[src/rtl/linear_probe_hash_set_core_assert.svh]
// ----------------------------------------------------------------------------
// linear probe hash set assertion macros
// wrappers for concurrent checks on clk
// ----------------------------------------------------------------------------
`ifndef LINEAR_PROBE_HASH_SET_CORE_ASSERT_SVH
`define LINEAR_PROBE_HASH_SET_CORE_ASSERT_SVH

// same-cycle implication
`define LPHS_ASSERT_NOW(name, rst_sig, pre, post) \
  name: assert property (@(posedge clk) disable iff (rst_sig) (pre) |-> (post)) \
    else $error("lphs check failed");

// next-cycle implication
`define LPHS_ASSERT_NEXT(name, rst_sig, pre, post) \
  name: assert property (@(posedge clk) disable iff (rst_sig) (pre) |=> (post)) \
    else $error("lphs check failed");

`endif

[src/rtl/lphs_pkg.sv]
// ----------------------------------------------------------------------------
// lphs_pkg
// shared constants, codes and types of the linear probe hash set
// ----------------------------------------------------------------------------
package lphs_pkg;

  localparam int FIELD_W             = 12;
  localparam int KEY_W               = 32;
  localparam int HASH_BITS_W         = 4;
  localparam int LOAD_LIMIT_W        = 12;
  localparam int CFG_DATA_W          = 12;
  localparam int CFG_INDEX_W         = 1;
  localparam int MIN_HASH_BITS       = 8;
  localparam int DEF_MAX_HASH_BITS   = 12;
  localparam int DEF_KEY_STORE_DEPTH = 3481;

  localparam logic [KEY_W-1:0]        HASH_MULT        = 32'd3141592653;
  localparam logic [HASH_BITS_W-1:0]  HASH_BITS_RESET  = 4'd8;
  localparam logic [LOAD_LIMIT_W-1:0] LOAD_LIMIT_RESET = 12'd217;

  localparam logic [CFG_INDEX_W-1:0] CFG_HASH_BITS  = 1'b0;
  localparam logic [CFG_INDEX_W-1:0] CFG_LOAD_LIMIT = 1'b1;

  localparam logic CMD_INSERT  = 1'b0;
  localparam logic CMD_LOOKUP  = 1'b1;
  localparam logic STATUS_OK   = 1'b0;
  localparam logic STATUS_FULL = 1'b1;

  typedef enum logic [2:0] {
    S_IDLE,
    S_HASH,
    S_READ,
    S_SLOT,
    S_KEY,
    S_FIN
  } seq_state_t;

  typedef struct packed {
    logic slot_rd;
    logic slot_wr;
    logic key_rd;
    logic key_wr;
  } tbl_cmd_t;

endpackage

[src/rtl/lphs_cfg.sv]
// ----------------------------------------------------------------------------
// lphs_cfg
// configuration registers with clamped effective table size
// ----------------------------------------------------------------------------
module lphs_cfg #(
  parameter int MAX_HASH_BITS = 12
) (
  input  logic                              clk,
  input  logic                              rst,
  input  logic                              cfg_we,
  input  logic [lphs_pkg::CFG_INDEX_W-1:0]  cfg_index,
  input  logic [lphs_pkg::CFG_DATA_W-1:0]   cfg_data,
  output logic [$clog2(MAX_HASH_BITS+1)-1:0] eff_bits,
  output logic [lphs_pkg::LOAD_LIMIT_W-1:0] load_limit
);
  import lphs_pkg::*;

  localparam int HB_W  = $clog2(MAX_HASH_BITS + 1);
  localparam int CMP_W = (HB_W > HASH_BITS_W) ? HB_W : HASH_BITS_W;

  logic [HASH_BITS_W-1:0] hash_bits;
  logic [CMP_W-1:0]       hb_ext;

  always_ff @(posedge clk) begin
    if (rst) begin
      hash_bits  <= HASH_BITS_RESET;
      load_limit <= LOAD_LIMIT_RESET;
    end else if (cfg_we) begin
      unique case (cfg_index)
        CFG_HASH_BITS:  hash_bits  <= cfg_data[HASH_BITS_W-1:0];
        CFG_LOAD_LIMIT: load_limit <= cfg_data[LOAD_LIMIT_W-1:0];
        default:        hash_bits  <= hash_bits;
      endcase
    end
  end

  assign hb_ext = CMP_W'(hash_bits);

  always_comb begin
    priority if (hb_ext < CMP_W'(MIN_HASH_BITS)) begin
      eff_bits = HB_W'(MIN_HASH_BITS);
    end else if (hb_ext > CMP_W'(MAX_HASH_BITS)) begin
      eff_bits = HB_W'(MAX_HASH_BITS);
    end else begin
      eff_bits = HB_W'(hb_ext);
    end
  end

endmodule

[config.mk]
export PLATFORM = sky130hd
export DESIGN_NAME = lphs_cfg
export DESIGN_NICKNAME = d
export VERILOG_FILES = /design/src/rtl/linear_probe_hash_set_core_assert.svh /design/src/rtl/lphs_pkg.sv /design/src/rtl/lphs_cfg.sv
export SDC_FILE = /design/constraint.sdc
export NUM_CORES = 1
export LEC_CHECK = 0
export BUFFER_PORTS_ARGS = -buffer_cell sky130_fd_sc_hd__buf_2
export CORE_AREA = 2 2 41 43
export CTS_BUF_LIST = sky130_fd_sc_hd__clkbuf_2 sky130_fd_sc_hd__clkbuf_4 sky130_fd_sc_hd__clkbuf_8
export CTS_CLUSTER_DIAMETER = 100
export DETAILED_ROUTE_END_ITERATION = 12
export DIE_AREA = 0 0 43 45
export GPL_TIMING_DRIVEN = 0
export PLACE_DENSITY = 0.83
export SLEW_MARGIN = 20
export SYNTH_ARGS = -nofsm -noshare
export SYNTH_HDL_FRONTEND = slang
export SYNTH_SLANG_ARGS = --single-unit
[constraint.sdc]
create_clock -name clk -period 2.2 [get_ports clk]
set_input_delay 0.11 -clock clk [delete_from_list [all_inputs] [get_ports clk]]
set_output_delay 0.11 -clock clk [all_outputs]
set_load 0.01 [all_outputs]
==> flow_metrics.env <==
export IMPL_vdd_drop_max_v=0.0003702
export IMPL_initial_core_util_pct=47.79
export IMPL_synthesized_flop_and_latch_total=16
export IMPL_gr_total_overflow=0
export IMPL_holdBufCountCts=0
export IMPL_max_fanout_on_critical_path=4
export IMPL_hold_path_class="input port to flop"
export IMPL_cts_tree="done"
export IMPL_synthToLayoutAreaGrowth_pct=28.65
export IMPL_timing_reg2reg_setup_slack_ns=1.54
export IMPL_die_width_um=43
export IMPL_synthesis_nets=80
export IMPL_final_setup_viol_count=0
export IMPL_drcViolationCount=0
export IMPL_grt_setup_unrepaired="no"
export IMPL_final_setup_worst_slack_ns=1.145
export IMPL_ys_top_cells_by_area="sky130_fd_sc_hd__dfxtp_1 (46%), sky130_fd_sc_hd__a31o_1 (7.5%), sky130_fd_sc_hd__and4b_1 (7.1%)"
export IMPL_power_switching_fraction_pct=23.77
export IMPL_ys_dominant_reg_cell="sky130_fd_sc_hd__dfxtp_1"
export IMPL_grt_start_max_net_pins=11
export IMPL_post_drt_via_cell_ratio=5.168
export IMPL_switchingPower_mw=0.1410
export IMPL_synthesis_area_sq_um=703.2
export IMPL_vias=584
export IMPL_utilization_pct=61.48
export IMPL_finalHoldViolations=0
export IMPL_synthesis_yosys_warnings=0
export IMPL_synth_top_cell_by_area="sky130_fd_sc_hd__dfxtp_1"
export IMPL_dieHeight_um=45
export IMPL_critPathLaunchType="flop"
export IMPL_fin_nets=114
export IMPL_cap_viol_max_count=0
export IMPL_clock_tree_htree_level_count=1
export IMPL_clock_power_share_pct=32.4
export IMPL_first_global_vias=519
export IMPL_ys_top_cells_by_count="sky130_fd_sc_hd__dfxtp_1 (16), sky130_fd_sc_hd__nand2b_1 (7), sky130_fd_sc_hd__a31o_1 (6), sky130_fd_sc_hd__and4b_1 (5), sky130_fd_sc_hd__mux2i_1 (5)"
export IMPL_syn_area_per_cell_sq_um=10.99
export IMPL_clkSlewWorstSetupHoldPaths_ns=0.09
export IMPL_initial_antenna_violation_count=0
export IMPL_wl_per_cell_um=12.07
export IMPL_first_pass_grt_wire_length_mm=2.145
export IMPL_post_route_cells_drive_above_1_share_pct=43.30
export IMPL_post_dp_hpwl_mm=1.009
export IMPL_cts_root_to_sink_buffers=2
export IMPL_cellLeakagePower_nw=0.4713
export IMPL_setup_worst_path_class="flop to output pin"
export IMPL_clock_skew_ns=0
export IMPL_port_buffers=29
export IMPL_clk_insertion_delay_late_ns=0.28
export IMPL_post_cts_setup_buffers=0
export IMPL_drv_slew=0
export IMPL_synth_top_area_share_pct=45.55
export IMPL_netlist_instances=64
export IMPL_pre_cts_slack_ns=1.277
export IMPL_dr_first_iter_drc_count=11
export IMPL_gp_congestion=0.7354
export IMPL_number_of_clock_buffers_inserted_by_tritoncts=3
export IMPL_pwr_share_seq_pct=52.8
export IMPL_drt_pass1_iter_count=3
export IMPL_drt_wl_total_mm=1.364
export IMPL_final_period_minus_worst_setup_slack_ns=1.055
export IMPL_internal_power_mw=0.4522
export IMPL_synth_enable_flop_cells=0
export IMPL_run_status="finished, final reports clean"
export IMPL_cts_resized_gates=0
export IMPL_final_setup_tns_ns=0
export IMPL_detail_route_antenna_nets=0
export IMPL_top_count_cell_post_synth="sky130_fd_sc_hd__dfxtp_1"
export IMPL_max_freq_mhz=947.9
export IMPL_cp_data_arrival_time_ns=0.95
export IMPL_track_usage_pct=14.47
export IMPL_insertedDiodeCount=0
export IMPL_setup_worst_path_end_class="output pin"
export IMPL_cts_num_sinks=16
export IMPL_timing_critical_path_required_ns=2.09
export IMPL_cts_root_buf="sky130_fd_sc_hd__clkbuf_4"
export IMPL_ys_async_sr_fraction_pct=0
export IMPL_core_rowCount=14
export IMPL_post_synth_num_cell_types=21
export IMPL_pwr_density_cell_nw_per_um2=655.8
export IMPL_ioPinCount=32
export IMPL_fp_dieArea_sq_um=1935
export IMPL_finalCritPeriodShare_pct=47.95
export IMPL_power_frac_comb_pct=14.8
export IMPL_core_area_sq_um=1471
export IMPL_fin_hold_ws_ns=0.09382
export IMPL_yosysSeqAreaShare_pct=45.55
-- flip-flops by register name, summed over array words and instances (netlist names) --
name        cells
hash_bits       4
load_limit     12
-- per-stage QoR --
stage               cells  total power [mW]  cell area, sq um
floorplan              64            0.3725             703.2
global placement      109            0.4066             868.3
detailed placement    109            0.4085             868.3
CTS                   113            0.5998             904.6
global route          113            0.6193             904.6
finish                113            0.5932             904.6
-- power groups by stage --
stage / combinational [mW] / clock (mW) / sequential, mW
after global routing: 0.0958 / 0.208 / 0.316
after floorplan: 0.0471 / 0 / 0.325
final: 0.0877 / 0.192 / 0.313
after global placement: 0.0872 / 0 / 0.319
after detailed placement: 0.0887 / 0 / 0.320
after CTS: 0.0888 / 0.198 / 0.313
-- per-layer routing --
metal  track usage [%]  vias to the layer above  wire length, um
li1                  -                      297                -
met4             5.455                        0               19
met3             2.400                        3               98
met1             19.65                      258              691
met2             23.33                       26              555
met5                 0                        -                0
-- critical path: stages, from the launching register on --
cell,delay [ns]
sky130_fd_sc_hd__dfxtp_1,0.36
sky130_fd_sc_hd__and3b_1,0.17
sky130_fd_sc_hd__buf_2,0.13
-- logic make-up (layout without fill, tap and decap cells) --
family / count (synthesis) / count (layout) / synth area share [%]
simple gates: 24 / 24 / 26.33
compound gates: 12 / 12 / 14.23
other cells: 1 / 1 / 0.5333
flops: 16 / 16 / 45.55
mux: 5 / 5 / 7.118
buf+inv: 6 / 39 / 6.227
-- worst paths after layout --
path,start,endpoint,depth (start not counted)
setup / recovery,hash_bits[2],eff_bits[1],2
setup reg to reg,load_limit[4],load_limit[4],1
hold / removal,cfg_data[3],hash_bits[3],3
hold reg to reg,load_limit[7],load_limit[7],1
-- placed cells by master, fill, tap and decap left out, drive strengths merged --
master	count
a211o	4
a211oi	1
a21oi	1
a31o	6
and2	2
and3	4
and3b	2
and4b	5
and4bb	1
buf	34
clkbuf	4
conb	1
dfxtp	16
inv	1
mux2i	5
nand2	1
nand2b	7
nor2	2
-- final cells by class --
type,count,area [sq um]
sequential,16,320.3
timing repair buffer,29,145.1
multi-input combinational,42,339.1
fill,135,566.8
buffer,5,40.04
tap,16,20.02
inverter,1,3.754
clock buffer,4,36.28
No activity file was read; power rests on OpenSTA's default activity.
