==> src/rtl/linear_probe_hash_set_core_assert.svh <==
// ----------------------------------------------------------------------------
// linear probe hash set assertion macros
// wrappers for concurrent checks on clk
// ----------------------------------------------------------------------------
`ifndef LINEAR_PROBE_HASH_SET_CORE_ASSERT_SVH
`define LINEAR_PROBE_HASH_SET_CORE_ASSERT_SVH

// same-cycle implication
`define LPHS_ASSERT_NOW(name, rst_sig, pre, post) \
  name: assert property (@(posedge clk) disable iff (rst_sig) (pre) |-> (post)) \
    else $error("lphs check failed");

// next-cycle implication
`define LPHS_ASSERT_NEXT(name, rst_sig, pre, post) \
  name: assert property (@(posedge clk) disable iff (rst_sig) (pre) |=> (post)) \
    else $error("lphs check failed");

`endif

==> src/rtl/lphs_pkg.sv <==
// ----------------------------------------------------------------------------
// lphs_pkg
// shared constants, codes and types of the linear probe hash set
// ----------------------------------------------------------------------------
package lphs_pkg;

  localparam int FIELD_W             = 12;
  localparam int KEY_W               = 32;
  localparam int HASH_BITS_W         = 4;
  localparam int LOAD_LIMIT_W        = 12;
  localparam int CFG_DATA_W          = 12;
  localparam int CFG_INDEX_W         = 1;
  localparam int MIN_HASH_BITS       = 8;
  localparam int DEF_MAX_HASH_BITS   = 12;
  localparam int DEF_KEY_STORE_DEPTH = 3481;

  localparam logic [KEY_W-1:0]        HASH_MULT        = 32'd3141592653;
  localparam logic [HASH_BITS_W-1:0]  HASH_BITS_RESET  = 4'd8;
  localparam logic [LOAD_LIMIT_W-1:0] LOAD_LIMIT_RESET = 12'd217;

  localparam logic [CFG_INDEX_W-1:0] CFG_HASH_BITS  = 1'b0;
  localparam logic [CFG_INDEX_W-1:0] CFG_LOAD_LIMIT = 1'b1;

  localparam logic CMD_INSERT  = 1'b0;
  localparam logic CMD_LOOKUP  = 1'b1;
  localparam logic STATUS_OK   = 1'b0;
  localparam logic STATUS_FULL = 1'b1;

  typedef enum logic [2:0] {
    S_IDLE,
    S_HASH,
    S_READ,
    S_SLOT,
    S_KEY,
    S_FIN
  } seq_state_t;

  typedef struct packed {
    logic slot_rd;
    logic slot_wr;
    logic key_rd;
    logic key_wr;
  } tbl_cmd_t;

endpackage

==> src/rtl/lphs_hash.sv <==
// ----------------------------------------------------------------------------
// lphs_hash
// multiplicative hash: registered product, top bits select home slot
// ----------------------------------------------------------------------------
module lphs_hash #(
  parameter int MAX_HASH_BITS = 12
) (
  input  logic                                clk,
  input  logic                                start,
  input  logic signed [lphs_pkg::KEY_W-1:0]   key,
  input  logic [$clog2(MAX_HASH_BITS+1)-1:0]  eff_bits,
  output logic [MAX_HASH_BITS-1:0]            home
);
  import lphs_pkg::*;

  logic [KEY_W-1:0] prod_q;
  logic [5:0]       shamt;

  always_ff @(posedge clk) begin
    if (start) begin
      prod_q <= KEY_W'($unsigned(key) * HASH_MULT);
    end
  end

  assign shamt = 6'd32 - 6'(eff_bits);
  assign home  = MAX_HASH_BITS'(prod_q >> shamt);

endmodule

==> config.mk <==
export PLATFORM = sky130hd
export DESIGN_NAME = lphs_hash
export DESIGN_NICKNAME = d
export VERILOG_FILES = /design/src/rtl/linear_probe_hash_set_core_assert.svh /design/src/rtl/lphs_pkg.sv /design/src/rtl/lphs_hash.sv
export SDC_FILE = /design/constraint.sdc
export NUM_CORES = 1
export LEC_CHECK = 0
export ABC_CLOCK_PERIOD_IN_PS = 17300
export BUFFER_PORTS_ARGS = -buffer_cell sky130_fd_sc_hd__buf_2
export CORE_MARGIN = 1.5
export CORE_UTILIZATION = 30
export DETAILED_ROUTE_END_ITERATION = 6
export RECOVER_POWER = 50
export SLEW_MARGIN = 25
export SYNTH_ARGS = -nofsm -noshare
export SYNTH_HDL_FRONTEND = slang
export SYNTH_SLANG_ARGS = --single-unit
==> constraint.sdc <==
create_clock -name clk -period 17.3 [get_ports clk]
set_input_delay 0 -clock clk [delete_from_list [all_inputs] [get_ports clk]]
set_output_delay 0 -clock clk [all_outputs]
set_load 0.1 [all_outputs]
==> run metrics, run 1 <==
status finished with violations; failing checks max-capacitance violations, max-slew violations; dominant synthesized flop cell edfxtp_1; H-tree lvl count 2; Final nets 1,405; Max Slew Vio Count 33; initial antenna violation count 0; crit end category flip-flop; layout cells sized above 1 7.828%; Ports 50; Final Cycle Share 33.98%; Post-Layout Cell Count 1,464; worst path arrival time 5.89 ns; cell mode on critical path fa_1; crit path launch type primary input; WP buf/inv 5; Setup TNS 0 ns; Setup Fix Bufs, Post-CTS 0; Hold WC Path Type in -> reg; number of synthesized flops with an enable pin 32; Worst-path clk slew 0.05 ns; CTS root buf clkbuf_16; Slowest Stage Delay on Critical Path 0.54 ns; CP Class in -> reg; Syn Nets 1,364; crit-path cells buf_2, ha_1, ha_1, fa_1, inv_1, fa_1, inv_1, fa_1, ha_1, fa_1, inv_1, fa_1, inv_1, ha_1, and3_1, and4_1, a221oi_2, a21boi_2, o41ai_4, nor2b_1, o21ai_0, a221oi_1; number of port buffers 49; max reg flops 32; clk buf depth 2; Mapped Area 9912 sq um; Worst-Margin Slew 1.590 ns; Cells after Synth 980; placed insts 1,456; antenna diode count 0; Slew headroom -6.021%; CTS sink count 32; ANT nets after route 0; most frequent cells in the layout 198 x inv_1, 191 x ha_1, 155 x fa_1, 50 x nand2_1, 47 x xnor2_1; cells taking the most area after synthesis fa_1 31%, ha_1 24%, edfxtp_1 9.7%, inv_1 7.5%, xnor2_1 4.2%; Synth-to-Final Area Change 9.000%; vias in the first global route 7,128; DRT iter0 DRCs 291; Die W 184.8 microns; area leader, netlist fa_1; library cells used by synthesis 62; final core utilization 33.21%; largest register by flop count prod_q; fmax 170.1 MHz; DP Area 10,670 sq um; Vias 6,834; Final HPWL DP 21.70 mm; vias per cell 4.668; drt pass-1 iters 4; Die ar. 34,140 sq um; crit-path max FO 9; cts bufs inserted 5; Multi-input gate area 8132 sq um; area fraction of the dominant cell type after synthesis 31.31%; slowest cell on the critical path fa_1; Synthesis Warnings 0; gr usage total 14.53%; minimum clock period 5.879 ns; Synth async-reset ratio 0%; RSZ-0062 raised after global routing no; largest net degree at the start of global routing 42; Die Ht 184.8 microns; initial core utilization 30.46%; Fill cells 3,419; hold buffer count at cts 0; Design Area, Final 10,800 sq um; Max Cap Viol 1; total grt overflow 0; DRC violation count after routing 0; final hold vios 0; Yosys reg bits 32; Avg Synthesized Cell Area 10.11 sq um; TritonCTS clock tree yes; sequential cell area 960.9 sq um; WP data required 17.31 ns; register area share after synthesis 9.695%; global-route wire length before repair 38.23 mm; row count 66; area of the core 32,540 sq um; Final setup viols 0; Post-CTS Resized 0; most common cell after layout, fill and taps aside inv_1; gp weighted congestion 0.9196; Avg WL per Cell 16.35 microns; critical path's top delay family adder cells; final WL 23.94 mm; Largest regs prod_q x32
-- final cells by class --
type	instances	area share, %
Timing Repair Buffer	54	2.583
Clock buffer	7	1.228
Inverter	198	6.879
Sequential cell	32	8.894
Multi-Input combinational cell	730	75.26
Tap cell	442	5.119
Clock inverter	1	0.03474
-- synth_stat cells (all sizes together), types with 6 or more instances --
library cell,n
a211oi,15
a21o,10
a21oi,42
a31oi,7
and2,11
buf,10
clkbuf,10
edfxtp,32
fa,155
ha,191
inv,198
mux2,6
mux2i,23
mux4,7
nand2,50
nand3,7
nor2,46
nor2b,10
o211ai,6
o21ai,25
xnor2,47
xor2,17
-- routing by layer --
layer	share of wire [%]	up-vias	global-route usage, %
met5	0	-	0
met4	0.86	0	2.179
met3	4.2	14	1.691
met2	45	139	23.67
met1	50	3350	21.03
li1	-	3331	-
-- metrics by stage --
step | hold slack, ns | worst slack (ns)
final | 0.3247 | 11.42
after floorplan | 0.09887 | 11.62
after CTS | 0.1432 | 11.43
after detailed placement | 0.4305 | 11.14
after global routing | 0.3460 | 11.18
after global placement | 0.4358 | 11.19
-- kinds of logic after synthesis --
group	after synthesis	share of synthesized area [%]
buffers and inverters	218	8.344
XOR/XNOR	64	5.655
multiplexers	36	4.595
flip-flops	32	9.695
AO/OA/AOI/OAI	135	9.215
adder cells (fa/ha/maj)	347	55.52
AND/OR/NAND/NOR	148	6.981
-- worst paths after layout --
path	from	end	slack (ns)	cells past startpoint
worst max-delay path	key[13]	prod_q[29]	11.42	22
worst min-delay path	key[1]	prod_q[1]	0.32	1
Power of run 1 is left out: the tool's default activity adds up to more than one toggle a clock period on the data nets, which glitch-free logic cannot reach.
==> inputs of run 2 (changes only) <==
Settings changed: ABC_CLOCK_PERIOD_IN_PS 17300 to 5800.
Clock period 17.3 ns to 5.8 ns, I/O delays scaled along.
==> run 2 against run 1 <==
  * The run still ends with max-capacitance violations, max-slew violations left
  * Via count increased by 3.5%
  * Utilization increased by 1.7 points
  * Cell area grew 5.0%
  * Largest cell class unchanged
  * Highest routed layer unchanged
==> run metrics, run 2 (synthesis results as in run 1) <==
Slew headroom -9.006% (was -6.021%); crit path launch type primary input (unchanged); largest register by flop count prod_q (unchanged); Die W 184.8 microns (unchanged); DRT iter0 DRCs 295 (was 291); initial antenna violation count 0 (unchanged); Setup TNS 0 ns (unchanged); WP data required 5.81 ns (was 17.31 ns); row count 66 (unchanged); final WL 24.73 mm (was 23.94 mm); Die ar. 34,140 sq um (unchanged); crit-path cells buf_2, ha_1, ha_4, fa_1, inv_1, fa_1, inv_1, fa_1, ha_1, fa_1, inv_1, fa_1, inv_1, ha_4, and3_1, and4_1, a221oi_2, a21boi_2, o41ai_4, nor2b_1, o21ai_0, a221oi_1 (was buf_2, ha_1, ha_1, fa_1, inv_1, fa_1, inv_1, fa_1, ha_1, fa_1, inv_1, fa_1, inv_1, ha_1, and3_1, and4_1, a221oi_2, a21boi_2, o41ai_4, nor2b_1, o21ai_0, a221oi_1); Design Area, Final 11,350 sq um (was 10,800 sq um); status finished with violations (unchanged); global-route wire length before repair 39.21 mm (was 38.23 mm); Worst-path clk slew 0.05 ns (about the same); worst path arrival time 5.58 ns (was 5.89 ns); clk buf depth 2 (unchanged); gr usage total 14.98% (was 14.53%); Die Ht 184.8 microns (unchanged); initial core utilization 30.46% (unchanged); max reg flops 32 (unchanged); Max Cap Viol 1 (unchanged); slowest cell on the critical path fa_1 (unchanged); cts bufs inserted 5 (unchanged); gp weighted congestion 0.9288 (was 0.9196); cell mode on critical path fa_1 (unchanged); Largest regs prod_q x32 (unchanged); failing checks max-capacitance violations, max-slew violations (unchanged); Worst setup startpoint key[14] (was key[13]); Vias 7,076 (was 6,834); Final Cycle Share 96.11%; Final setup viols 0 (unchanged); Ports 50 (unchanged); largest net degree at the start of global routing 35 (was 42); Hold WC Path Type in -> reg (unchanged); critical path capture point prod_q[29] (unchanged); Worst-Margin Slew 1.635 ns (was 1.590 ns); Slowest Stage Delay on Critical Path 0.54 ns (about the same); RSZ-0062 raised after global routing no (unchanged); number of port buffers 49 (unchanged); drt pass-1 iters 4 (unchanged); vias per cell 4.640 (was 4.668); fmax 179.4 MHz; CP Class in -> reg (unchanged); Final HPWL DP 22.59 mm (was 21.70 mm); layout cells sized above 1 13.76% (was 7.828%); crit-path max FO 4 (was 9); final hold vios 0 (unchanged); vias in the first global route 7,414 (was 7,128); most frequent cells in the layout 198 x inv_1, 186 x ha_1, 155 x fa_1, 66 x buf_4, 50 x nand2_1 (was 198 x inv_1, 191 x ha_1, 155 x fa_1, 50 x nand2_1, 47 x xnor2_1); Max Slew Vio Count 33 (unchanged); DRC violation count after routing 0 (unchanged); Avg WL per Cell 16.22 microns (was 16.35 microns); DP Area 11,140 sq um (was 10,670 sq um); Synth-to-Final Area Change 14.47% (was 9.000%); Final nets 1,467 (was 1,405); most common cell after layout, fill and taps aside inv_1 (unchanged); TritonCTS clock tree yes (unchanged); area of the core 32,540 sq um (unchanged); ANT nets after route 0 (unchanged); total grt overflow 0 (unchanged); minimum clock period 5.575 ns; antenna diode count 0 (unchanged); CTS sink count 32 (unchanged); H-tree lvl count 2 (unchanged); CTS root buf clkbuf_16 (unchanged); crit end category flip-flop (unchanged)
==> run 2: worst min path at each step <==
stage,start,to,cells after the start
4_1_cts,key[1],prod_q[1],1
5_1_grt,key[1],prod_q[1],1
6_report,key[1],prod_q[1],1
3_3_place_gp,key[1],prod_q[1],1
2_1_floorplan,key[0],prod_q[0],0
3_5_place_dp,key[1],prod_q[1],1
==> run 2: worst max-delay path, delay by kind of cell <==
family                     cells  cell delay, ns
adders and majority gates      9            3.70
AOI/OAI and AO/OA              5            1.06
and+or+nand+nor                3            0.45
buffers and inverters          5            0.36
==> run 2: stage by stage <==
stage | utilization, % | hold WS (ns) | std cells | setup WS, ns
after CTS | 34.64 | 0.1729 | 1524 | 0.1003
after detailed placement | 34.23 | 0.4577 | 1517 | -0.1755
after global placement | 34.21 | 0.4542 | 1517 | -0.1281
final | 34.87 | 0.1848 | 1525 | 0.2254
after global routing | 34.87 | 0.1710 | 1525 | 0.004910
after floorplan | - | 0.09887 | 980 | 0.1173
==> run 2: per-layer routing <==
| metal | vias up | wire [microns] | GRT usage [%] |
|---|---|---|---|
| li1 | 3443 | - | - |
| met1 | 3481 | 12240 | 21.31 |
| met2 | 131 | 11350 | 25.28 |
| met3 | 21 | 774 | 0.8061 |
| met4 | 0 | 359 | 2.862 |
| met5 | - | 0 | 0 |
==> run 2: what timing repair did <==
item	CTS	global route
buffers inserted	0	1
hold buffers	0	0
resized for setup	0	5
endpoints found under the setup margin	0	5
hold endpoints to repair	0	0
==> run 2: area by class of cell <==
| class | instances | area [sq um] |
|---|---|---|
| Clock inverter | 1 | 5.005 |
| Inverter | 198 | 743.2 |
| Sequential cell | 32 | 960.9 |
| Timing Repair Buffer | 116 | 742.0 |
| Tap cell | 442 | 553.0 |
| Clock buffer | 6 | 128.9 |
| Multi-Input combinational cell | 730 | 8213 |
| Fill cell | 3377 | 21190 |
Power of run 2 is left out for the same reason.
