$ cat config.mk
export PLATFORM = sky130hd
export DESIGN_NAME = lphs_seq
export DESIGN_NICKNAME = d
export VERILOG_FILES = /design/src/rtl/lphs_pkg.sv /design/src/rtl/lphs_seq.sv
export VERILOG_INCLUDE_DIRS = /design/src /design/src/rtl
export SDC_FILE = /design/constraint.sdc
export NUM_CORES = 1
export LEC_CHECK = 0
export ABC_CLOCK_PERIOD_IN_PS = 2940
export BUFFER_PORTS_ARGS = -buffer_cell sky130_fd_sc_hd__buf_2
export CORE_ASPECT_RATIO = 1.5
export CORE_UTILIZATION = 49
export CTS_BUF_LIST = sky130_fd_sc_hd__clkbuf_4 sky130_fd_sc_hd__clkbuf_8
export DETAILED_ROUTE_END_ITERATION = 10
export GPL_ROUTABILITY_DRIVEN = 0
export GPL_TIMING_DRIVEN = 0
export PLACE_DENSITY_LB_ADDON = 0.08
export SLEW_MARGIN = 10
export SYNTH_ARGS = -nofsm -noshare
export SYNTH_HDL_FRONTEND = slang
export SYNTH_SLANG_ARGS = --single-unit
export TNS_END_PERCENT = 10
$ cat constraint.sdc
create_clock -name clk -period 2.94 [get_ports clk]
set_clock_uncertainty 0.2 [all_clocks]
set_input_delay 0.147 -clock clk [delete_from_list [all_inputs] [get_ports clk]]
set_output_delay 0.147 -clock clk [all_outputs]
set_load 0.1 [all_outputs]
$ cat src/rtl/linear_probe_hash_set_core_assert.svh
// ----------------------------------------------------------------------------
// linear probe hash set assertion macros
// wrappers for concurrent checks on clk
// ----------------------------------------------------------------------------
`ifndef LINEAR_PROBE_HASH_SET_CORE_ASSERT_SVH
`define LINEAR_PROBE_HASH_SET_CORE_ASSERT_SVH

// same-cycle implication
`define LPHS_ASSERT_NOW(name, rst_sig, pre, post) \
  name: assert property (@(posedge clk) disable iff (rst_sig) (pre) |-> (post)) \
    else $error("lphs check failed");

// next-cycle implication
`define LPHS_ASSERT_NEXT(name, rst_sig, pre, post) \
  name: assert property (@(posedge clk) disable iff (rst_sig) (pre) |=> (post)) \
    else $error("lphs check failed");

`endif

$ cat src/rtl/lphs_pkg.sv
// ----------------------------------------------------------------------------
// lphs_pkg
// shared constants, codes and types of the linear probe hash set
// ----------------------------------------------------------------------------
package lphs_pkg;

  localparam int FIELD_W             = 12;
  localparam int KEY_W               = 32;
  localparam int HASH_BITS_W         = 4;
  localparam int LOAD_LIMIT_W        = 12;
  localparam int CFG_DATA_W          = 12;
  localparam int CFG_INDEX_W         = 1;
  localparam int MIN_HASH_BITS       = 8;
  localparam int DEF_MAX_HASH_BITS   = 12;
  localparam int DEF_KEY_STORE_DEPTH = 3481;

  localparam logic [KEY_W-1:0]        HASH_MULT        = 32'd3141592653;
  localparam logic [HASH_BITS_W-1:0]  HASH_BITS_RESET  = 4'd8;
  localparam logic [LOAD_LIMIT_W-1:0] LOAD_LIMIT_RESET = 12'd217;

  localparam logic [CFG_INDEX_W-1:0] CFG_HASH_BITS  = 1'b0;
  localparam logic [CFG_INDEX_W-1:0] CFG_LOAD_LIMIT = 1'b1;

  localparam logic CMD_INSERT  = 1'b0;
  localparam logic CMD_LOOKUP  = 1'b1;
  localparam logic STATUS_OK   = 1'b0;
  localparam logic STATUS_FULL = 1'b1;

  typedef enum logic [2:0] {
    S_IDLE,
    S_HASH,
    S_READ,
    S_SLOT,
    S_KEY,
    S_FIN
  } seq_state_t;

  typedef struct packed {
    logic slot_rd;
    logic slot_wr;
    logic key_rd;
    logic key_wr;
  } tbl_cmd_t;

endpackage

$ cat src/rtl/lphs_seq.sv
// ----------------------------------------------------------------------------
// lphs_seq
// probe sequencer: walks slots, compares keys, inserts, holds result
// ----------------------------------------------------------------------------
`include "linear_probe_hash_set_core_assert.svh"

module lphs_seq #(
  parameter int MAX_HASH_BITS   = 12,
  parameter int KEY_STORE_DEPTH = 3481
) (
  input  logic                                  clk,
  input  logic                                  rst,
  input  logic [$clog2(MAX_HASH_BITS+1)-1:0]    eff_bits,
  input  logic [lphs_pkg::LOAD_LIMIT_W-1:0]     load_limit,
  input  logic                                  in_valid,
  output logic                                  in_ready,
  input  logic                                  cmd,
  input  logic signed [lphs_pkg::KEY_W-1:0]     key,
  input  logic [MAX_HASH_BITS-1:0]              home,
  output lphs_pkg::tbl_cmd_t                    tbl_cmd,
  output logic [MAX_HASH_BITS-1:0]              slot_addr,
  output logic [$clog2(KEY_STORE_DEPTH+1)-1:0]  slot_wdata,
  input  logic [$clog2(KEY_STORE_DEPTH+1)-1:0]  slot_rdata,
  output logic [$clog2(KEY_STORE_DEPTH)-1:0]    key_addr,
  output logic [lphs_pkg::KEY_W-1:0]            key_wdata,
  input  logic [lphs_pkg::KEY_W-1:0]            key_rdata,
  input  logic                                  clearing,
  output logic                                  out_valid,
  input  logic                                  out_ready,
  output logic [lphs_pkg::FIELD_W-1:0]          slot,
  output logic [lphs_pkg::FIELD_W-1:0]          element_number,
  output logic                                  inserted_new,
  output logic                                  status,
  output logic [lphs_pkg::FIELD_W-1:0]          key_count
);
  import lphs_pkg::*;

  localparam int AW     = MAX_HASH_BITS;
  localparam int NUM_W  = $clog2(KEY_STORE_DEPTH + 1);
  localparam int KEY_AW = $clog2(KEY_STORE_DEPTH);
  localparam int LOAD_W = (NUM_W > LOAD_LIMIT_W) ? NUM_W : LOAD_LIMIT_W;

  seq_state_t       state, state_next;
  logic             cmd_q;
  logic [KEY_W-1:0] key_q;
  logic [AW-1:0]    addr, home_q, addr_inc;
  logic [AW:0]      probes, size;
  logic [NUM_W-1:0] ent_q, stored_count, count_inc;
  logic             found_q, empty_q;
  logic             in_take, out_take, exhausted, ent_ok, key_match;
  logic             count_ok, new_ok, refuse;

  assign in_take   = in_valid && in_ready;
  assign out_take  = !out_valid || out_ready;
  assign size      = (AW + 1)'(1) << eff_bits;
  assign addr_inc  = (addr + 1'b1) & AW'(size - 1'b1);
  assign exhausted = (probes + 1'b1) == size;
  assign ent_ok    = slot_rdata <= NUM_W'(KEY_STORE_DEPTH);
  assign key_match = key_rdata == key_q;
  assign count_inc = stored_count + 1'b1;
  assign count_ok  = (LOAD_W'(stored_count) < LOAD_W'(load_limit)) &&
                     (stored_count < NUM_W'(KEY_STORE_DEPTH));
  assign new_ok    = (cmd_q == CMD_INSERT) && !found_q && empty_q && count_ok;
  assign refuse    = (cmd_q == CMD_INSERT) && !found_q && !new_ok;

  // next state
  always_comb begin
    state_next = state;
    unique case (state)
      S_IDLE: if (in_take) state_next = S_HASH;
      S_HASH: state_next = S_READ;
      S_READ: state_next = S_SLOT;
      S_SLOT: begin
        priority if (slot_rdata == '0) state_next = S_FIN;
        else if (ent_ok)               state_next = S_KEY;
        else if (exhausted)            state_next = S_FIN;
        else                           state_next = S_READ;
      end
      S_KEY: begin
        if (key_match || exhausted) state_next = S_FIN;
        else                        state_next = S_READ;
      end
      S_FIN: if (out_take) state_next = S_IDLE;
      default: state_next = S_IDLE;
    endcase
  end

  // memory controls and handshake
  always_comb begin
    tbl_cmd    = '0;
    slot_addr  = addr;
    slot_wdata = count_inc;
    key_addr   = KEY_AW'(stored_count);
    key_wdata  = key_q;
    in_ready   = 1'b0;
    unique case (state)
      S_IDLE: in_ready = !clearing;
      S_READ: tbl_cmd.slot_rd = 1'b1;
      S_SLOT: begin
        if (slot_rdata != '0 && ent_ok) begin
          tbl_cmd.key_rd = 1'b1;
          key_addr       = KEY_AW'(slot_rdata - 1'b1);
        end
      end
      S_FIN: begin
        if (out_take && new_ok) begin
          tbl_cmd.slot_wr = 1'b1;
          tbl_cmd.key_wr  = 1'b1;
        end
      end
      default: in_ready = 1'b0;
    endcase
  end

  // control state
  always_ff @(posedge clk) begin
    if (rst) begin
      state        <= S_IDLE;
      out_valid    <= 1'b0;
      stored_count <= '0;
    end else begin
      state <= state_next;
      if (state == S_FIN && out_take) begin
        out_valid <= 1'b1;
        if (new_ok) begin
          stored_count <= count_inc;
        end
      end else if (out_ready) begin
        out_valid <= 1'b0;
      end
    end
  end

  // probe datapath
  always_ff @(posedge clk) begin
    unique case (state)
      S_IDLE: begin
        if (in_take) begin
          cmd_q <= cmd;
          key_q <= $unsigned(key);
        end
      end
      S_HASH: begin
        addr    <= home;
        home_q  <= home;
        probes  <= '0;
        found_q <= 1'b0;
        empty_q <= 1'b0;
      end
      S_SLOT: begin
        ent_q <= slot_rdata;
        if (slot_rdata == '0) begin
          empty_q <= 1'b1;
        end else if (!ent_ok) begin
          if (exhausted) begin
            addr <= home_q;
          end else begin
            addr   <= addr_inc;
            probes <= probes + 1'b1;
          end
        end
      end
      S_KEY: begin
        if (key_match) begin
          found_q <= 1'b1;
        end else if (exhausted) begin
          addr <= home_q;
        end else begin
          addr   <= addr_inc;
          probes <= probes + 1'b1;
        end
      end
      S_FIN: begin
        if (out_take) begin
          slot         <= FIELD_W'(addr);
          inserted_new <= new_ok;
          status       <= refuse ? STATUS_FULL : STATUS_OK;
          key_count    <= FIELD_W'(new_ok ? count_inc : stored_count);
          priority if (found_q) element_number <= FIELD_W'(ent_q);
          else if (new_ok)      element_number <= FIELD_W'(count_inc);
          else                  element_number <= '0;
        end
      end
      default: cmd_q <= cmd_q;
    endcase
  end

  `LPHS_ASSERT_NOW(a_ready_only_idle, rst, in_ready, state == S_IDLE && !clearing)
  `LPHS_ASSERT_NOW(a_no_slot_write_zero, rst, tbl_cmd.slot_wr, slot_wdata != '0)
  `LPHS_ASSERT_NOW(a_probe_in_range, rst, state == S_READ, probes < size)
  `LPHS_ASSERT_NEXT(a_count_step, rst, tbl_cmd.key_wr,
                    stored_count == $past(stored_count) + 1'b1)

endmodule

==> flow_summary_export.csv, run 1 <==
group,metric,value,unit
run_status,status,"finished with violations",
run_status,violations,"setup timing",
sta,finalSetupViolCount,12,
power,internal_power,3.29,mW
min_path,min_path_type,"in2reg",
floorplanning,dieArea,15800,sq um
final_layout,final_layout_size_suffix_gt1_share,34.8,%
worst_setup_path,end_kind,"flip-flop",
sta,period_needed,3.01,ns
floorplanning,io-pin-count,222,
logic_synthesis,synth.yosys.warnings,0,
global_routing,grt_pass1_vias,6716,
cts,clock_path_buffers,2,
sta,tightestPinTransition,0.830,ns
cts,clk_pin_slew,0.07,ns
power,switching_share,30.4,%
drt,drtIter0Drc,290,
cts,numCtsBuffers,17,
sta,drv_slew,0,
worst_setup_path,worst_ep_arrival_time,2.98,ns
logic_synthesis,yosys-top-cells-area,"edfxtp_1 49%, xnor2_1 7.5%, dfxtp_1 4.3%, nand2_1 3.5%, ha_1 3.2%",
worst_setup_path,crit_type,"reg2reg",
drt,drc_errors,0,
place,place_hpwl,15900,um
sta,max_freq,333,MHz
floorplanning,fp.dieW,103,um
sta,slew_headroom,43.9,%
power,power_density,452,nW/um^2
cts,cts_tree,"yes",
final_layout,fin_nets,1132,
final_layout,area_delta_synth_final,39.9,%
cts,cts.sinks,138,
floorplanning,core-area,15000,sq um
logic_synthesis,ys_seq_area_share,53.2,%
global_routing,grt_use_total,28.6,%
sta,rsz0062_at_grt,"true",
logic_synthesis,syn-instance-count,683,
logic_synthesis,syn-cell-area,7490,sq um
logic_synthesis,synth.avg_cell_area,11.0,sq um
drt,wire_per_inst,18.2,um
sta,fin_crit_sh,102,%
final_layout,antennaDiodeCount,0,
worst_setup_path,startpoint,"probes[0]",
global_routing,grt.overflow.total,0,
power,switchingPower,1.44,mW
drt,routed_wl,22100,um
worst_setup_path,worst-path-max-fanout,6,
logic_synthesis,yosysTopAreaCell,"edfxtp_1",
worst_setup_path,critPathLaunchType,"flip-flop",
cts,root_buffer,"clkbuf_8",
drt,antenna_left,0,
power,pwr-share-seq,48.6,%
logic_synthesis,synth_top_area_share,48.9,%
min_path,hp-start,"in_valid",
drt,via_per_inst,5.51,
sta,timing.hold.ws,0.0933,ns
logic_synthesis,synth-seq-cells,138,
logic_synthesis,synth_edf_count,122,
global_routing,grt_pass1_wl,33700,um
floorplanning,initial_core_util,49.9,%
place,place.port_buffers,219,
power,finalPower,4.73,mW
worst_setup_path,reg2reg_from,"probes[0]",
global_routing,antenna_found_initial,0,
floorplanning,rows,55,
flow_run,max_cap_viol_count,0,
drt,vias,6699,
cts,cts_htree_levels,4,
logic_synthesis,ys_types,69,
power,power_frac_comb,20.1,%
worst_setup_path,required,2.92,ns
logic_synthesis,ys.flop_type,"edfxtp_1",
sta,hold_viol,0,
global_routing,grt_max_degree,46,
power,ir_drop,0.357,mV
logic_synthesis,synthArstFlopShare,0,%
power,p_leak,4.17,nW
cts,insertion_delay,0.43,ns
drt,firstDrtPassIters,5,
sta,fin_ws,-0.0653,ns
logic_synthesis,synth_nets,812,
power,power_frac_clock,31.3,%
floorplanning,die_y,153,um
[through the flow]
step	setup slack [ns]	cells	utilization (%)	TNS, ns	instance area (sq um)
after global placement	-1.18	1101	59.2	-74.26	8890
after detailed placement	-1.08	1102	59.5	-43.93	8930
after global routing	-0.221	1215	69.8	-4.14	10500
after CTS	-0.0624	1210	69.1	-0.258	10400
after floorplan	-0.596	683	-	-19.30	7540
final	-0.0653	1215	69.8	-0.365	10500
[flip-flops by register name, indices dropped and copies added (netlist names)]
name / flops
stored_count: 12
found_q: 1
element_number: 12
cmd_q: 1
ent_q: 12
status: 1
inserted_new: 1
key_wdata: 32
probes: 13
key_count: 12
empty_q: 1
state: 3
slot: 12
out_valid: 1
slot_addr: 12
home_q: 12
[cells in the mapped netlist, types with 11 or more instances]
library cell / instances
inv_1: 28
dfxtp_1: 16
o21ai_0: 27
edfxtp_1: 122
nor2_1: 45
nand3_1: 21
o31ai_1: 12
xor2_1: 25
nand2_1: 70
nand4_1: 11
a22o_1: 14
nor4_1: 11
ha_1: 19
clkbuf_1: 30
xnor2_1: 64
a21oi_1: 26
or4_1: 12
nor3_1: 11
[cells by family (layout without fill, tap and decap cells)]
| kind of cell | Yosys count | in the layout | synth area share [%] |
|---|---|---|---|
| AND/OR/NAND/NOR | 235 | 235 | 16.7 |
| flip-flops | 138 | 138 | 53.2 |
| XOR/XNOR | 90 | 90 | 10.7 |
| buffers and inverters | 68 | 401 | 3.74 |
| multiplexers | 8 | 8 | 1.10 |
| adder cells (fa/ha/maj) | 19 | 19 | 3.17 |
| AO/OA/AOI/OAI | 125 | 125 | 11.3 |
[timing repair]
action                                  CTS  global route
pin swaps                                29            12
gates resized for setup                  85            22
endpoints found under the setup margin   85            62
endpoints found under the hold margin    74             0
hold buffers                             59             0
buffers inserted                         18             5
[metal layers]
layer | vias up | share of wire (%) | track usage (%)
met2 | 290 | 55 | 51.8
met3 | 72 | 5.6 | 5.44
met4 | 0 | 4.5 | 15.2
met1 | 3194 | 35 | 30.4
li1 | 3143 | - | -
met5 | - | 0 | 0
[worst max-delay path, stage by stage, from the launching register on]
cell	delay, ns
edfxtp_1	0.49
ha_4	0.22
nand3_4	0.14
nor3_4	0.26
nand3_1	0.16
nor3_1	0.31
a21oi_4	0.12
buf_4	0.17
buf_4	0.15
o31ai_2	0.30
xor2_1	0.19
nor2_1	0.05
[layout by cell type, fill, tap and decap left out, types with 16 or more instances in the layout]
cell type and n:
buf_2 206, edfxtp_1 122, nand2_1 70, xnor2_1 60
dlygate4sd3_1 59, nor2_1 41, inv_1 28, buf_4 25
xor2_1 23, a21oi_1 23, clkbuf_8 20, clkbuf_1 18
nand3_1 18, ha_1 17, o21ai_0 16, buf_6 16
[worst paths after layout]
kind	cells past startpoint	end	slack, ns
setup / recovery	11	probes[2]	-0.07
hold / removal	2	key_wdata[28]	0.09
setup reg to reg	11	probes[2]	-0.07
hold reg to reg	0	slot[11]	0.32
[power groups by stage]
stage | clock (mW) | combinational, mW | sequential, mW
after floorplan | 0 | 0.325 | 2.60
after global placement | 0 | 0.797 | 2.34
after detailed placement | 0 | 0.827 | 2.34
after CTS | 1.51 | 0.931 | 2.30
after global routing | 1.57 | 1.00 | 2.31
final | 1.48 | 0.951 | 2.30
[area by class of cell]
| cell class | instances | area (sq um) |
|---|---|---|
| clock inverter | 10 | 92.6 |
| buffer | 38 | 214 |
| inverter | 29 | 114 |
| fill | 1162 | 4530 |
| multi-input combinational | 477 | 3520 |
| sequential | 138 | 3990 |
| timing repair buffer | 302 | 2010 |
| clock buffer | 22 | 284 |
| tap | 199 | 249 |
Note: power is estimated with default switching activity, not from simulation.
==> run 2: changes to the inputs <==
--- a/config.mk
+++ b/config.mk
@@ -6,7 +6,7 @@
 export SDC_FILE = /design/constraint.sdc
 export NUM_CORES = 1
 export LEC_CHECK = 0
-export ABC_CLOCK_PERIOD_IN_PS = 2940
+export ABC_CLOCK_PERIOD_IN_PS = 2600
 export BUFFER_PORTS_ARGS = -buffer_cell sky130_fd_sc_hd__buf_2
 export CORE_ASPECT_RATIO = 1.5
 export CORE_UTILIZATION = 49
==> constraint.sdc (replaced) <==
create_clock -name clk -period 2.6 [get_ports clk]
set_clock_uncertainty 0.2 [all_clocks]
set_input_delay 0.13 -clock clk [delete_from_list [all_inputs] [get_ports clk]]
set_output_delay 0.13 -clock clk [all_outputs]
set_load 0.1 [all_outputs]
==> flow_summary_export.csv, run 2 (same netlist as run 1, synthesis figures left out) <==
group,metric,value,unit
power,ir_drop,0.347,mV
cts,cts.sinks,138,
floorplanning,io-pin-count,222,
drt,wire_per_inst,19.5,um
min_path,hold_end,"key_wdata[9]",
power,power_frac_comb,20.7,%
min_path,min_path_cells,2,
drt,drtIter0Drc,384,
run_status,violations,"setup timing",
drt,vias,6906,
final_layout,multi_input_area,3870,sq um
min_path,hp-start,"in_valid",
global_routing,grt_pass1_vias,7083,
sta,timing.hold.ws,0.0949,ns
power,p_leak,4.45,nW
sta,finalSetupViolCount,64,
sta,tightestPinTransition,0.763,ns
place,placed_cells,1102,
worst_setup_path,crit_buf_inv,2,
cts,clock_path_buffers,2,
cts,cts_tree,"yes",
final_layout,final_layout_size_suffix_gt1_share,41.1,%
sta,period_needed,2.95,ns
final_layout,antennaDiodeCount,0,
worst_setup_path,ff2ff_setup_slack,-0.35,ns
final_layout,n_fill_cell,1054,
drt,firstDrtPassIters,5,
final_layout,largest_reg_flops,32,
final_layout,fin_nets,1144,
drt,routed_wl,23900,um
worst_setup_path,reg2reg_from,"probes[0]",
power,pwr-share-seq,47.6,%
place,place.port_buffers,219,
floorplanning,core-area,15000,sq um
floorplanning,die_y,153,um
worst_setup_path,r2r_end,"probes[3]",
flow_run,max_cap_viol_count,0,
cts,clk_pin_slew,0.09,ns
floorplanning,rows,55,
min_path,min_path_type,"in2reg",
worst_setup_path,startpoint,"probes[0]",
sta,max_freq,338,MHz
worst_setup_path,slowest_stage,"or4_4",
final_layout,fin_util,74.7,%
sta,fin_crit_sh,114,%
sta,slew_headroom,48.4,%
floorplanning,initial_core_util,49.9,%
power,power_frac_clock,31.6,%
worst_setup_path,worst-path-max-fanout,8,
worst_setup_path,critical-path-max-stage-delay,0.50,ns
worst_setup_path,crit_type,"reg2reg",
floorplanning,fp.dieW,103,um
worst_setup_path,required,2.70,ns
run_status,status,"finished with violations",
power,switchingPower,1.67,mW
cts,numCtsBuffers,17,
drt,antenna_left,0,
cts,root_buffer,"clkbuf_8",
worst_setup_path,critPathTopFamily,"simple AND/OR/NAND/NOR gates",
cts,insertion_delay,0.45,ns
drt,drc_errors,0,
final_layout,fin_cells,1227,
final_layout,final_cell_mix,"202 x buf_2, 122 x edfxtp_1, 60 x nand2_1",
global_routing,antenna_found_initial,0,
final_layout,final_common_cell,"buf_2",
worst_setup_path,reg2regPathDepth,10,
worst_setup_path,critPathLaunchType,"flip-flop",
worst_setup_path,end_kind,"flip-flop",
power,switching_share,30.6,%
sta,rsz0062_at_grt,"true",
sta,fin_ws,-0.354,ns
cts,cts_htree_levels,4,
worst_setup_path,crit_chain,"nand4_1, or4_4, and2_4, o2bb2ai_2, a21oi_4, nor3_4, buf_6, buf_4, or4_1, nand2_1",
power,internal_power,3.78,mW
power,power_density,487,nW/um^2
final_layout,area_delta_synth_final,49.6,%
worst_setup_path,worst_ep_arrival_time,3.05,ns
final_layout,regArea,3990,sq um
global_routing,grt.overflow.total,0,
place,place_hpwl,15700,um
global_routing,grt_max_degree,46,
global_routing,grt_pass1_wl,35700,um
sta,drv_slew,0,
drt,via_per_inst,5.63,
global_routing,grt_use_total,30.5,%
floorplanning,dieArea,15800,sq um
sta,hold_viol,0,
-- run 2: area by class of cell --
type	count	area share, %
tap	199	2.22
inverter	29	1.09
sequential	138	35.6
clock inverter	12	1.13
multi-input combinational	477	34.5
clock buffer	20	2.29
timing repair buffer	314	20.6
buffer	38	2.48
-- run 2: worst max-delay path by stage --
stage                             end  slack (ns)  cells after the start
floorplan           element_number[0]       -0.52                     12
global placement      stored_count[0]       -1.43                     11
detailed placement    stored_count[0]       -1.44                     11
CTS                      slot_addr[1]       -0.29                     11
global route             slot_addr[6]       -0.50                     10
finish                      probes[3]       -0.35                     10
-- run 2: metal layers --
metal	part of all wire [%]	track usage, %	up-vias
met5	0	0	-
met2	55	55.1	328
met1	34	31.6	3311
met3	5.6	5.17	88
met4	5.8	19.1	0
li1	-	-	3179
-- run 2: stage by stage --
stage / total power, mW / worst slack (ns) / area (sq um) / TNS (ns)
after floorplan: 3.32 / -0.515 / 7670 / -27.52
after CTS: 5.42 / -0.294 / 11000 / -7.97
after detailed placement: 3.59 / -1.44 / 9050 / -66.35
after global routing: 5.60 / -0.500 / 11200 / -16.76
final: 5.45 / -0.354 / 11200 / -9.50
after global placement: 3.56 / -1.43 / 9020 / -79.37
-- run 2: power groups by stage --
stage	logic, mW	registers [mW]	clock network (mW)
after global placement	0.913	2.64	0
after CTS	1.10	2.59	1.73
final	1.13	2.60	1.73
after floorplan	0.378	2.94	0
after global routing	1.19	2.61	1.81
after detailed placement	0.943	2.64	0
-- run 2: worst reg2reg max path, delay by kind of cell, from the launching register on --
kind,cells,cell delay [ns]
simple gates,6,1.52
flops,1,0.47
compound gates,2,0.36
buf+inv,2,0.28
-- run 2: what timing repair did --
| action | CTS | global route |
|---|---|---|
| hold endpoints to repair | 74 | 0 |
| pin swaps | 45 | 20 |
| hold buffers | 59 | 0 |
| cloned | 2 | 0 |
| setup endpoints to repair | 88 | 86 |
| resized for setup | 171 | 45 |
| buffers inserted | 29 | 4 |
==> run 3: changes to the inputs <==
--- a/config.mk
+++ b/config.mk
@@ -15,6 +15,7 @@
 export GPL_ROUTABILITY_DRIVEN = 0
 export GPL_TIMING_DRIVEN = 0
 export PLACE_DENSITY_LB_ADDON = 0.08
+export RECOVER_POWER = 25
 export SLEW_MARGIN = 10
 export SYNTH_ARGS = -nofsm -noshare
 export SYNTH_HDL_FRONTEND = slang
==> flow_summary_export.csv, run 3 (same netlist as run 1, synthesis figures left out) <==
group,metric,value,unit
cts,root_buffer,"clkbuf_8",
worst_setup_path,critPathLaunchType,"flip-flop",
final_layout,fin_nets,1144,
floorplanning,fp.dieW,103,um
cts,cts_tree,"yes",
global_routing,grt_pass1_wl,35700,um
drt,drtIter0Drc,380,
global_routing,grt.overflow.total,0,
global_routing,antenna_found_initial,0,
floorplanning,rows,55,
sta,hold_viol,0,
cts,clk_pin_slew,0.09,ns
drt,drc_errors,0,
place,place_area,9050,sq um
run_status,status,"finished with violations",
min_path,min_path_type,"in2reg",
final_layout,largest_reg_flops,32,
floorplanning,initial_core_util,49.9,%
sta,drv_slew,0,
cts,cts_htree_levels,4,
cts,cts.sinks,138,
final_layout,fin_cells,1227,
sta,tightestPinTransition,1.17,ns
sta,finalSetupViolCount,64,
global_routing,grt_use_total,30.5,%
drt,via_per_inst,5.65,
cts,numCtsBuffers,17,
power,ir_drop,0.350,mV
drt,antenna_left,0,
flow_run,max_cap_viol_count,0,
place,placed_cells,1102,
global_routing,grt_max_degree,46,
drt,met3_length,1330,um
place,place_hpwl,15700,um
power,p_leak,4.38,nW
place,place.port_buffers,219,
final_layout,area_delta_synth_final,49.2,%
final_layout,final_layout_size_suffix_gt1_share,38.7,%
floorplanning,core-area,15000,sq um
final_layout,final_common_cell,"buf_2",
floorplanning,io-pin-count,222,
drt,routed_wl,24000,um
drt,wl_met1,8120,um
worst_setup_path,worst-path-max-fanout,8,
drt,wire_per_inst,19.5,um
final_layout,design_area,11200,sq um
global_routing,grt_pass1_vias,7083,
worst_setup_path,required,2.69,ns
worst_setup_path,crit_type,"reg2reg",
cts,insertion_delay,0.45,ns
final_layout,final_cell_mix,"176 x buf_2, 122 x edfxtp_1, 60 x nand2_1",
sta,rsz0062_at_grt,"true",
final_layout,antennaDiodeCount,0,
floorplanning,dieArea,15800,sq um
sta,fin_ws,-0.355,ns
run_status,violations,"setup timing",
drt,dr_wl_met2,13100,um
floorplanning,die_y,153,um
worst_setup_path,end_kind,"flip-flop",
drt,firstDrtPassIters,5,
drt,vias,6929,
cts,clock_path_buffers,2,
worst_setup_path,worst_ep_arrival_time,3.04,ns
sta,period_needed,2.95,ns
sta,fin_crit_sh,114,%
sta,slew_headroom,22.1,%
sta,max_freq,338,MHz
drt,dr.max_layer_used,"met4",
power,power_density,488,nW/um^2
[run 3: changes by cell type in the layout (fill, tap and decap cells not counted)]
cell / previous run / this run
buf_2: 202 / 176
clkbuf_1: 13 / 38
clkbuf_2: 7 / 8
[run 3: what timing repair did]
item                                    in CTS  in global routing
endpoints found under the hold margin       74                  0
gates cloned                                 2                  0
pin swaps                                   45                 20
setup buffers                               29                  4
gates resized for setup                    171                 45
endpoints found under the setup margin      88                 86
hold buffers                                59                  0
[run 3: where the power goes]
group	internal [mW]	switching (mW)
Sequential	2.52	0.0812
Clock	0.876	0.847
Combinational	0.385	0.742
Total	3.78	1.67
[run 3: stage by stage]
stage | utilization [%] | TNS, ns | worst slack [ns] | hold slack (ns) | total power [mW]
2_1_floorplan | - | -27.52 | -0.515 | 0.0289 | 3.32
3_3_place_gp | 60.1 | -79.37 | -1.43 | 0.107 | 3.56
3_5_place_dp | 60.3 | -66.35 | -1.44 | 0.108 | 3.59
4_1_cts | 73.2 | -7.97 | -0.294 | 0.0839 | 5.42
5_1_grt | 74.5 | -17.33 | -0.500 | 0.0960 | 5.60
6_report | 74.5 | -10.24 | -0.355 | 0.0915 | 5.45
[run 3: area by class of cell]
cell class,count,area (sq um)
Clock buffer,20,256
Multi-Input combinational cell,477,3870
Tap cell,199,249
Inverter,29,123
Fill cell,1072,3830
Sequential cell,138,3990
Timing Repair Buffer,314,2280
Clock inverter,12,126
Buffer,38,278
[run 3: worst max-delay path, stage by stage, from the launching register on]
cell and delay [ns]:
edfxtp_1 0.48, nand4_1 0.26, or4_4 0.50, and2_4 0.20
o2bb2ai_2 0.14, a21oi_4 0.22, nor3_4 0.08, buf_6 0.15
buf_4 0.14, or3_1 0.30, a21oi_1 0.15
[run 3: path summary, 6_finish.rpt]
| kind | from | end | slack [ns] | depth (start not counted) |
|---|---|---|---|---|
| worst min register to register | slot_addr[11] | slot[11] | 0.32 | 0 |
| worst min-delay path | in_valid | key_wdata[9] | 0.09 | 2 |
| worst max register to register | probes[3] | probes[7] | -0.35 | 10 |
| worst max-delay path | probes[3] | probes[7] | -0.35 | 10 |
[run 3: routing by layer]
layer,track usage (%),vias to the layer above
met2,55.1,324
met3,5.17,91
li1,-,3181
met5,0,-
met1,31.6,3333
met4,19.1,0
